===== config.mk =====
export PLATFORM = sky130hd
export DESIGN_NAME = sysex_dump_unpacker_unit
export DESIGN_NICKNAME = d
export VERILOG_FILES = /design/src/hdl/sdu_pkg.sv /design/src/hdl/sysex_dump_unpacker_unit.sv /design/src/hdl/sdu_core.sv /design/src/hdl/sdu_outbuf.sv
export SDC_FILE = /design/constraint.sdc
export NUM_CORES = 1
export LEC_CHECK = 0
export BUFFER_PORTS_ARGS = -buffer_cell sky130_fd_sc_hd__buf_2
export CAP_MARGIN = 30
export CORE_AREA = 5 5 126 128
export DETAILED_ROUTE_END_ITERATION = 12
export DIE_AREA = 0 0 131 133
export PLACE_DENSITY_LB_ADDON = 0.05
export RECOVER_POWER = 25
export SLEW_MARGIN = 10
export SYNTH_ARGS = -nofsm -noshare
export SYNTH_HDL_FRONTEND = slang
export SYNTH_HIERARCHICAL = 1
export SYNTH_SLANG_ARGS = --single-unit

===== constraint.sdc =====
create_clock -name i_clk -period 3.1 [get_ports i_clk]
set_input_delay 0.31 -clock i_clk [delete_from_list [all_inputs] [get_ports i_clk]]
set_output_delay 0.31 -clock i_clk [all_outputs]
set_load 0.02 [all_outputs]

===== src/hdl/sdu_pkg.sv =====
// ----------------------------------------------------------------------------
// SysEx dump unpacker package
// Shared types, byte codes and result kinds.
// ----------------------------------------------------------------------------
package sdu_pkg;

    localparam logic [7:0]  SYX_START     = 8'hF0;
    localparam logic [7:0]  SYX_END       = 8'hF7;
    localparam logic [7:0]  SYX_ZERO      = 8'h00;
    localparam logic [7:0]  SYX_MAKER     = 8'h0E;
    localparam logic [7:0]  SYX_MODEL     = 8'h00;
    localparam logic [15:0] MAX_BYTES_RST = 16'd64266;

    typedef enum logic [2:0] {
        PH_IDLE = 3'd0,
        PH_HDR1 = 3'd1,
        PH_HDR2 = 3'd2,
        PH_HDR3 = 3'd3,
        PH_HDR4 = 3'd4,
        PH_DATA = 3'd5
    } t_phase;

    typedef enum logic [2:0] {
        KIND_DATA  = 3'd0,
        KIND_DONE  = 3'd1,
        KIND_EMPTY = 3'd2,
        KIND_BADHD = 3'd3,
        KIND_LONG  = 3'd4
    } t_kind;

    typedef struct packed {
        logic        valid;
        t_kind       kind;
        logic [7:0]  out_byte;
        logic [15:0] byte_index;
    } t_result;

endpackage


===== src/hdl/sysex_dump_unpacker_unit.sv =====
// ----------------------------------------------------------------------------
// SysEx dump unpacker unit
// Checks the dump header and unpacks the 7-bit payload into 8-bit bytes.
// ----------------------------------------------------------------------------
//  channel  | valid       | stall       | payload
//  rx       | i_rx_valid  | o_rx_stall  | i_rx_byte
//  result   | o_res_valid | i_res_stall | o_kind, o_out_byte, o_byte_index
//  config   | i_cfg_we    | -           | i_cfg_data (max_bytes)
//
// One word per cycle while rx is not stalled; each result is registered.
// Input register, core logic and output register form the path; the output
// register has a skid entry, and rx stalls only while that entry is full.
// Synchronous active-low reset clears the dump state and sets max_bytes
// to 64266.
// ----------------------------------------------------------------------------
module sysex_dump_unpacker_unit
    import sdu_pkg::*;
(
    input  logic        i_clk,
    input  logic        i_rst_n,
    input  logic        i_rx_valid,
    output logic        o_rx_stall,
    input  logic [7:0]  i_rx_byte,
    input  logic        i_cfg_we,
    input  logic [15:0] i_cfg_data,
    output logic        o_res_valid,
    input  logic        i_res_stall,
    output t_kind       o_kind,
    output logic [7:0]  o_out_byte,
    output logic [15:0] o_byte_index
);

    logic        r_in_valid;
    logic [7:0]  r_in_byte;
    logic [15:0] r_max_bytes;
    logic        w_full;
    logic        w_go;
    t_result     w_res;

    assign w_go       = r_in_valid && !w_full;
    assign o_rx_stall = r_in_valid && w_full;

    always_ff @(posedge i_clk) begin
        if (!i_rst_n) begin
            r_in_valid  <= 1'b0;
            r_max_bytes <= MAX_BYTES_RST;
        end else begin
            if (i_cfg_we) begin
                r_max_bytes <= i_cfg_data;
            end
            if (!o_rx_stall) begin
                r_in_valid <= i_rx_valid;
            end
        end
    end

    always_ff @(posedge i_clk) begin
        if (!o_rx_stall && i_rx_valid) begin
            r_in_byte <= i_rx_byte;
        end
    end

    sdu_core u_core (
        .i_clk       (i_clk),
        .i_rst_n     (i_rst_n),
        .i_go        (w_go),
        .i_byte      (r_in_byte),
        .i_max_bytes (r_max_bytes),
        .o_res       (w_res)
    );

    sdu_outbuf u_outbuf (
        .i_clk        (i_clk),
        .i_rst_n      (i_rst_n),
        .i_res        (w_res),
        .o_full       (w_full),
        .o_res_valid  (o_res_valid),
        .i_res_stall  (i_res_stall),
        .o_kind       (o_kind),
        .o_out_byte   (o_out_byte),
        .o_byte_index (o_byte_index)
    );

`ifndef NO_ASSERTIONS
    a_stall_needs_result: assert property (@(posedge i_clk) disable iff (!i_rst_n)
        o_rx_stall |-> o_res_valid)
        else $error("rx stalled with no result waiting");

    a_byte_only_for_data: assert property (@(posedge i_clk) disable iff (!i_rst_n)
        (o_res_valid && o_kind != KIND_DATA) |-> o_out_byte == 8'd0)
        else $error("non-data result carries a byte");

    a_index_zero: assert property (@(posedge i_clk) disable iff (!i_rst_n)
        (o_res_valid && (o_kind == KIND_EMPTY || o_kind == KIND_BADHD))
            |-> o_byte_index == 16'd0)
        else $error("empty or bad header result carries an index");

    a_done_nonzero: assert property (@(posedge i_clk) disable iff (!i_rst_n)
        (o_res_valid && o_kind == KIND_DONE) |-> o_byte_index != 16'd0)
        else $error("done result with zero count");
`endif

endmodule


===== src/hdl/sdu_core.sv =====
// ----------------------------------------------------------------------------
// SysEx dump unpacker core
// Header check, 7-to-8 bit unpacking and dump state, one word per cycle while i_go is set.
// ----------------------------------------------------------------------------
module sdu_core
    import sdu_pkg::*;
(
    input  logic        i_clk,
    input  logic        i_rst_n,
    input  logic        i_go,
    input  logic [7:0]  i_byte,
    input  logic [15:0] i_max_bytes,
    output t_result     o_res
);

    t_phase      r_phase,      n_phase;
    logic [2:0]  r_group_pos,  n_group_pos;
    logic [7:0]  r_prev_byte,  n_prev_byte;
    logic [15:0] r_byte_count, n_byte_count;

    logic [7:0]  w_hi;
    logic [7:0]  w_lo;

    assign w_hi = r_prev_byte << r_group_pos;
    assign w_lo = i_byte >> (3'd7 - r_group_pos);

    always_ff @(posedge i_clk) begin
        if (!i_rst_n) begin
            r_phase      <= PH_IDLE;
            r_group_pos  <= 3'd0;
            r_prev_byte  <= 8'd0;
            r_byte_count <= 16'd0;
        end else begin
            r_phase      <= n_phase;
            r_group_pos  <= n_group_pos;
            r_prev_byte  <= n_prev_byte;
            r_byte_count <= n_byte_count;
        end
    end

    always_comb begin
        n_phase          = r_phase;
        n_group_pos      = r_group_pos;
        n_prev_byte      = r_prev_byte;
        n_byte_count     = r_byte_count;
        o_res.valid      = 1'b0;
        o_res.kind       = KIND_DATA;
        o_res.out_byte   = 8'd0;
        o_res.byte_index = 16'd0;
        if (i_go) begin
            unique case (r_phase)
                PH_HDR1, PH_HDR2: begin
                    if (i_byte != SYX_ZERO) begin
                        n_phase    = PH_IDLE;
                        o_res.valid = 1'b1;
                        o_res.kind  = KIND_BADHD;
                    end else begin
                        n_phase = (r_phase == PH_HDR1) ? PH_HDR2 : PH_HDR3;
                    end
                end
                PH_HDR3: begin
                    if (i_byte != SYX_MAKER) begin
                        n_phase    = PH_IDLE;
                        o_res.valid = 1'b1;
                        o_res.kind  = KIND_BADHD;
                    end else begin
                        n_phase = PH_HDR4;
                    end
                end
                PH_HDR4: begin
                    if (i_byte != SYX_MODEL) begin
                        n_phase    = PH_IDLE;
                        o_res.valid = 1'b1;
                        o_res.kind  = KIND_BADHD;
                    end else begin
                        n_phase      = PH_DATA;
                        n_group_pos  = 3'd0;
                        n_prev_byte  = 8'd0;
                        n_byte_count = 16'd0;
                    end
                end
                PH_DATA: begin
                    if (i_byte == SYX_END) begin
                        n_phase     = PH_IDLE;
                        o_res.valid = 1'b1;
                        if (r_byte_count == 16'd0) begin
                            o_res.kind = KIND_EMPTY;
                        end else begin
                            o_res.kind       = KIND_DONE;
                            o_res.byte_index = r_byte_count;
                        end
                    end else if (r_group_pos == 3'd0) begin
                        n_prev_byte = i_byte;
                        n_group_pos = 3'd1;
                    end else if (r_byte_count >= i_max_bytes) begin
                        n_phase          = PH_IDLE;
                        o_res.valid      = 1'b1;
                        o_res.kind       = KIND_LONG;
                        o_res.byte_index = r_byte_count;
                    end else begin
                        o_res.valid      = 1'b1;
                        o_res.kind       = KIND_DATA;
                        o_res.out_byte   = w_hi | w_lo;
                        o_res.byte_index = r_byte_count;
                        n_byte_count     = r_byte_count + 16'd1;
                        n_prev_byte      = i_byte;
                        n_group_pos      = r_group_pos + 3'd1;
                    end
                end
                default: begin
                    n_phase = PH_IDLE;
                    if (i_byte == SYX_START) begin
                        n_phase = PH_HDR1;
                    end else begin
                        o_res.valid = 1'b1;
                        o_res.kind  = KIND_BADHD;
                    end
                end
            endcase
        end
    end

endmodule


===== src/hdl/sdu_outbuf.sv =====
// ----------------------------------------------------------------------------
// SysEx dump unpacker output buffer
// Output register with a skid entry; takes one result while another waits.
// ----------------------------------------------------------------------------
module sdu_outbuf
    import sdu_pkg::*;
(
    input  logic        i_clk,
    input  logic        i_rst_n,
    input  t_result     i_res,
    output logic        o_full,
    output logic        o_res_valid,
    input  logic        i_res_stall,
    output t_kind       o_kind,
    output logic [7:0]  o_out_byte,
    output logic [15:0] o_byte_index
);

    t_result r_out;
    t_result r_skid;
    logic    w_pop;

    assign w_pop = r_out.valid && !i_res_stall;

    always_ff @(posedge i_clk) begin
        if (!i_rst_n) begin
            r_out.valid  <= 1'b0;
            r_skid.valid <= 1'b0;
        end else if (r_skid.valid) begin
            if (w_pop) begin
                r_out        <= r_skid;
                r_skid.valid <= 1'b0;
            end
        end else if (i_res.valid) begin
            if (!r_out.valid || w_pop) begin
                r_out <= i_res;
            end else begin
                r_skid <= i_res;
            end
        end else if (w_pop) begin
            r_out.valid <= 1'b0;
        end
    end

    assign o_full       = r_skid.valid;
    assign o_res_valid  = r_out.valid;
    assign o_kind       = r_out.kind;
    assign o_out_byte   = r_out.out_byte;
    assign o_byte_index = r_out.byte_index;

endmodule


==> results by group <==
Floorplanning
  • Starting Density: 38.9%
  • Chip width: 131 um
  • Top Ports: 58
  • Num rows: 45
  • Die area: 17400 um2
  • Die Ht: 133 um
  • Core area: 14800 um2

Hold path
  • Worst Hold Class: in2reg

Timing
  • Max Clk Rate: 0.354 GHz
  • Slew Limit Fails: 0
  • Setup TNS: 0 ns
  • Clock skew: 0.00451 ns
  • Period minus WS final: 2.82 ns
  • Final setup viols: 0
  • RSZ-0062 raised after global routing: false
  • Worst-Margin Slew: 1.25 ns
  • Worst hold margin: 0.131 ns
  • Tcrit/Tclk final: 91.1%
  • Slew HR: 16.3%
  • Final hold violations: 0
  • Worst Setup Slack, final: 0.277 ns

Synth
  • Synthesized Nets: 577
  • Seq/Total Area, Yosys: 49.5%
  • Cells after Synth: 528
  • Yosys reg bits: 111
  • Number of synthesis warnings: 6
  • Synth unique cells: 56
  • Mean post-synth cell area: 10.9 um2
  • EDFF count, synth: 62
  • Synth async-reset ratio: 0%
  • Synth Flop Type: edfxtp_1
  • Post-Syn Area: 5740 um2

Critical path
  • Worst reg2reg path endpoint: u_outbuf/o_out_byte[2]$_DFFE_PP_
  • Worst r2r path cells: 8
  • Worst EP required: 3.20 ns
  • CP startpoint: u_core/r_byte_count[13]$_SDFFE_PN0P_
  • Critical Path Start Type: register
  • Crit Path Max Fanout: 11
  • FF-to-FF Start: u_core/r_byte_count[13]$_SDFFE_PN0P_
  • Critical path type: reg2reg
  • CP Capture Type: register
  • Slack of the worst reg-to-reg path: 0.28 ns
  • Crit path to: u_outbuf/o_out_byte[2]$_DFFE_PP_
  • Worst EP arrival: 2.92 ns

Detailed routing
  • Initial DRC Count: 256
  • WL per Instance: 15.9 um
  • # DRC: 0
  • Post-DRT Antenna Nets: 0
  • WL final: 12700 um
  • DR vias: 4188
  • Via-per-instance ratio: 5.27
  • DR pass1 iterations: 4

CTS
  • Number of clock sinks: 111
  • Setup repair bufs after CTS: 0
  • Clock Latency Late Sink: 0.35 ns
  • TritonCTS buffer count: 9
  • H-tree depth: 3
  • Root buffer cell: clkbuf_16
  • CTS tree: yes
  • Clock buffer depth: 2
  • Reg clk slew, reported paths: 0.07 ns

Global route
  • Largest net degree at the start of global routing: 28
  • Initial antenna violation count: 0
  • Tot GR Track Use: 15.2%
  • Remaining Overflow, GRT: 0
  • Vias in the first global route: 4011
  • Global-route wire length before repair: 20900 um

Cells and area
  • Area Growth Syn to Fin: 15.2%
  • Layout cells sized above 1: 19.3%
  • Final cell count without fillers: 795
  • Register area: 2840 um2
  • Diodes inserted: 0
  • Multi-input gate area: 2660 um2
  • Filler cells: 1446
  • Final nets: 651

Run status
  • Status: completed

Power and ir drop
  • Power Internal: 2.21 mW
  • Tot Pwr: 2.86 mW
  • Worst VDD drop: 0.224 mV
  • Flop pwr share: 56.1%
  • P_sw: 653 uW
  • Comb pwr share: 6.3%
  • Switching Share: 22.8%
  • PD cells: 433 nW/um2
  • Clk pwr share: 37.6%
  • P_leak: 2.44 nW

Place
  • HPWL Detailed: 9390 um
  • Routability cong.: 0.878
  • Setup Slack @ Placement: 0.142 ns
  • Port Buffers: 57
  • Inst Count DP: 778

Run
  • Max Cap Viol: 0
==> cell type report <==
type                            instances  share of cell area (%)
Clock buffer                           12                    3.58
Inverter                               27                    1.53
Tap cell                              188                    3.56
Clock inverter                          4                   0.473
Timing Repair Buffer                   89                    7.70
Multi-Input combinational cell        364                    40.2
Sequential cell                       111                    43.0
==> power groups by stage <==
stage | Sequential [mW] | Combinational, mW | Clock, mW
floorplan | 1.65 | 0.105 | 0
finish | 1.61 | 0.180 | 1.08
detailed placement | 1.64 | 0.182 | 0
global route | 1.61 | 0.201 | 1.17
CTS | 1.61 | 0.184 | 1.12
global placement | 1.64 | 0.181 | 0
==> worst max-delay path, cell delays in order (launching register included) <==
cell     delay [ns]
dfxtp_1        0.40
ha_1           0.34
nand4_1        0.14
or3_1          0.43
or4_4          0.62
nand4_1        0.12
buf_4          0.17
nor2_1         0.08
mux2_2         0.27
==> cells in the mapped netlist (8+ instances only) <==
cell	number	share of area, %
or4_1	8	1.0
nor2_1	20	1.3
nor3_1	13	1.1
a21oi_1	17	1.5
edfxtp_1	62	32
and2_1	20	2.2
nand2_1	54	3.5
nand4_1	9	0.98
clkbuf_1	15	0.98
ha_1	20	4.4
mux2i_1	39	6.8
dfxtp_1	49	17
mux2_2	29	5.7
or3_1	8	0.87
nor2b_1	13	1.4
nand3_1	22	1.9
inv_1	27	1.8
o21ai_0	16	1.4
==> sequential cells by signal (all words and copies together) (netlist names) <==
name                   cells
u_core/r_phase             3
u_outbuf/r_skid           27
u_core/r_group_pos         3
u_core/r_byte_count       16
u_outbuf/o_byte_index     16
r_in_valid                 1
u_outbuf/o_full            1
r_max_bytes               16
u_outbuf/o_out_byte        8
u_outbuf/o_kind            3
u_outbuf/o_res_valid       1
u_core/r_prev_byte         8
r_in_byte                  8
==> worst min-delay path by stage <==
stage                     slack, ns                                  to                          startpoint  cells after the start
after global routing           0.12              r_in_byte[2]$_DFFE_PP_                        i_rx_byte[2]                      1
after CTS                      0.11              r_in_byte[1]$_DFFE_PP_                        i_rx_byte[1]                      1
final                          0.13              r_in_byte[1]$_DFFE_PP_                        i_rx_byte[1]                      1
after global placement         0.45  u_core/r_prev_byte[0]$_SDFFE_PN0P_  u_core/r_prev_byte[0]$_SDFFE_PN0P_                      2
after detailed placement       0.46  u_core/r_prev_byte[0]$_SDFFE_PN0P_  u_core/r_prev_byte[0]$_SDFFE_PN0P_                      2
after floorplan                0.41              r_in_byte[0]$_DFFE_PP_                        i_rx_byte[0]                      0
==> metrics by stage <==
step	utilization, %	area [um2]
floorplan	-	5750
global placement	43.1	6360
detailed placement	43.1	6360
CTS	44.9	6630
global route	44.8	6610
finish	44.8	6610
==> repair_timing <==
action                                  in CTS  in global routing
endpoints found under the setup margin       0                  8
gates resized for setup                      0                  1
hold buffers                                 0                  0
==> cells by family after synthesis <==
family,count (synthesis),share of synthesized area [%]
AO/OA/AOI/OAI,78,9.29
adder cells (fa/ha/maj),20,4.36
buffers and inverters,53,4.43
flip-flops,111,49.5
multiplexers,73,14.5
AND/OR/NAND/NOR,193,17.9
==> layout by cell type, fill, tap and decap left out, types with 3 or more instances in the layout <==
master / count
mux2_2: 29
buf_2: 31
nor2_1: 19
nand4_1: 9
o21ai_0: 16
nand2_1: 54
nor3_1: 13
and2_1: 20
nor2b_1: 13
inv_1: 27
o31ai_1: 3
mux4_2: 5
nor4_1: 6
clkbuf_1: 30
a41oi_1: 3
ha_1: 20
o41ai_1: 4
or3_1: 8
and3_1: 4
nand2b_1: 3
edfxtp_1: 62
a21o_1: 6
a21oi_1: 17
o211ai_1: 7
clkbuf_16: 9
buf_4: 29
a211oi_1: 3
dfxtp_1: 49
or4_1: 7
mux2i_1: 39
o21a_1: 3
nand3_1: 22
==> per-layer routing <==
layer / share of wire, % / GRT usage (%) / up-vias / routed length [um]
li1: - / - / 2113 / -
met2: 40 / 20.5 / 86 / 5130
met5: 0 / 0 / - / 0
met1: 54 / 23.9 / 1976 / 6800
met3: 4.2 / 2.46 / 13 / 533
met4: 1.7 / 5.71 / 0 / 216
(Power assumes the default switching activity.)
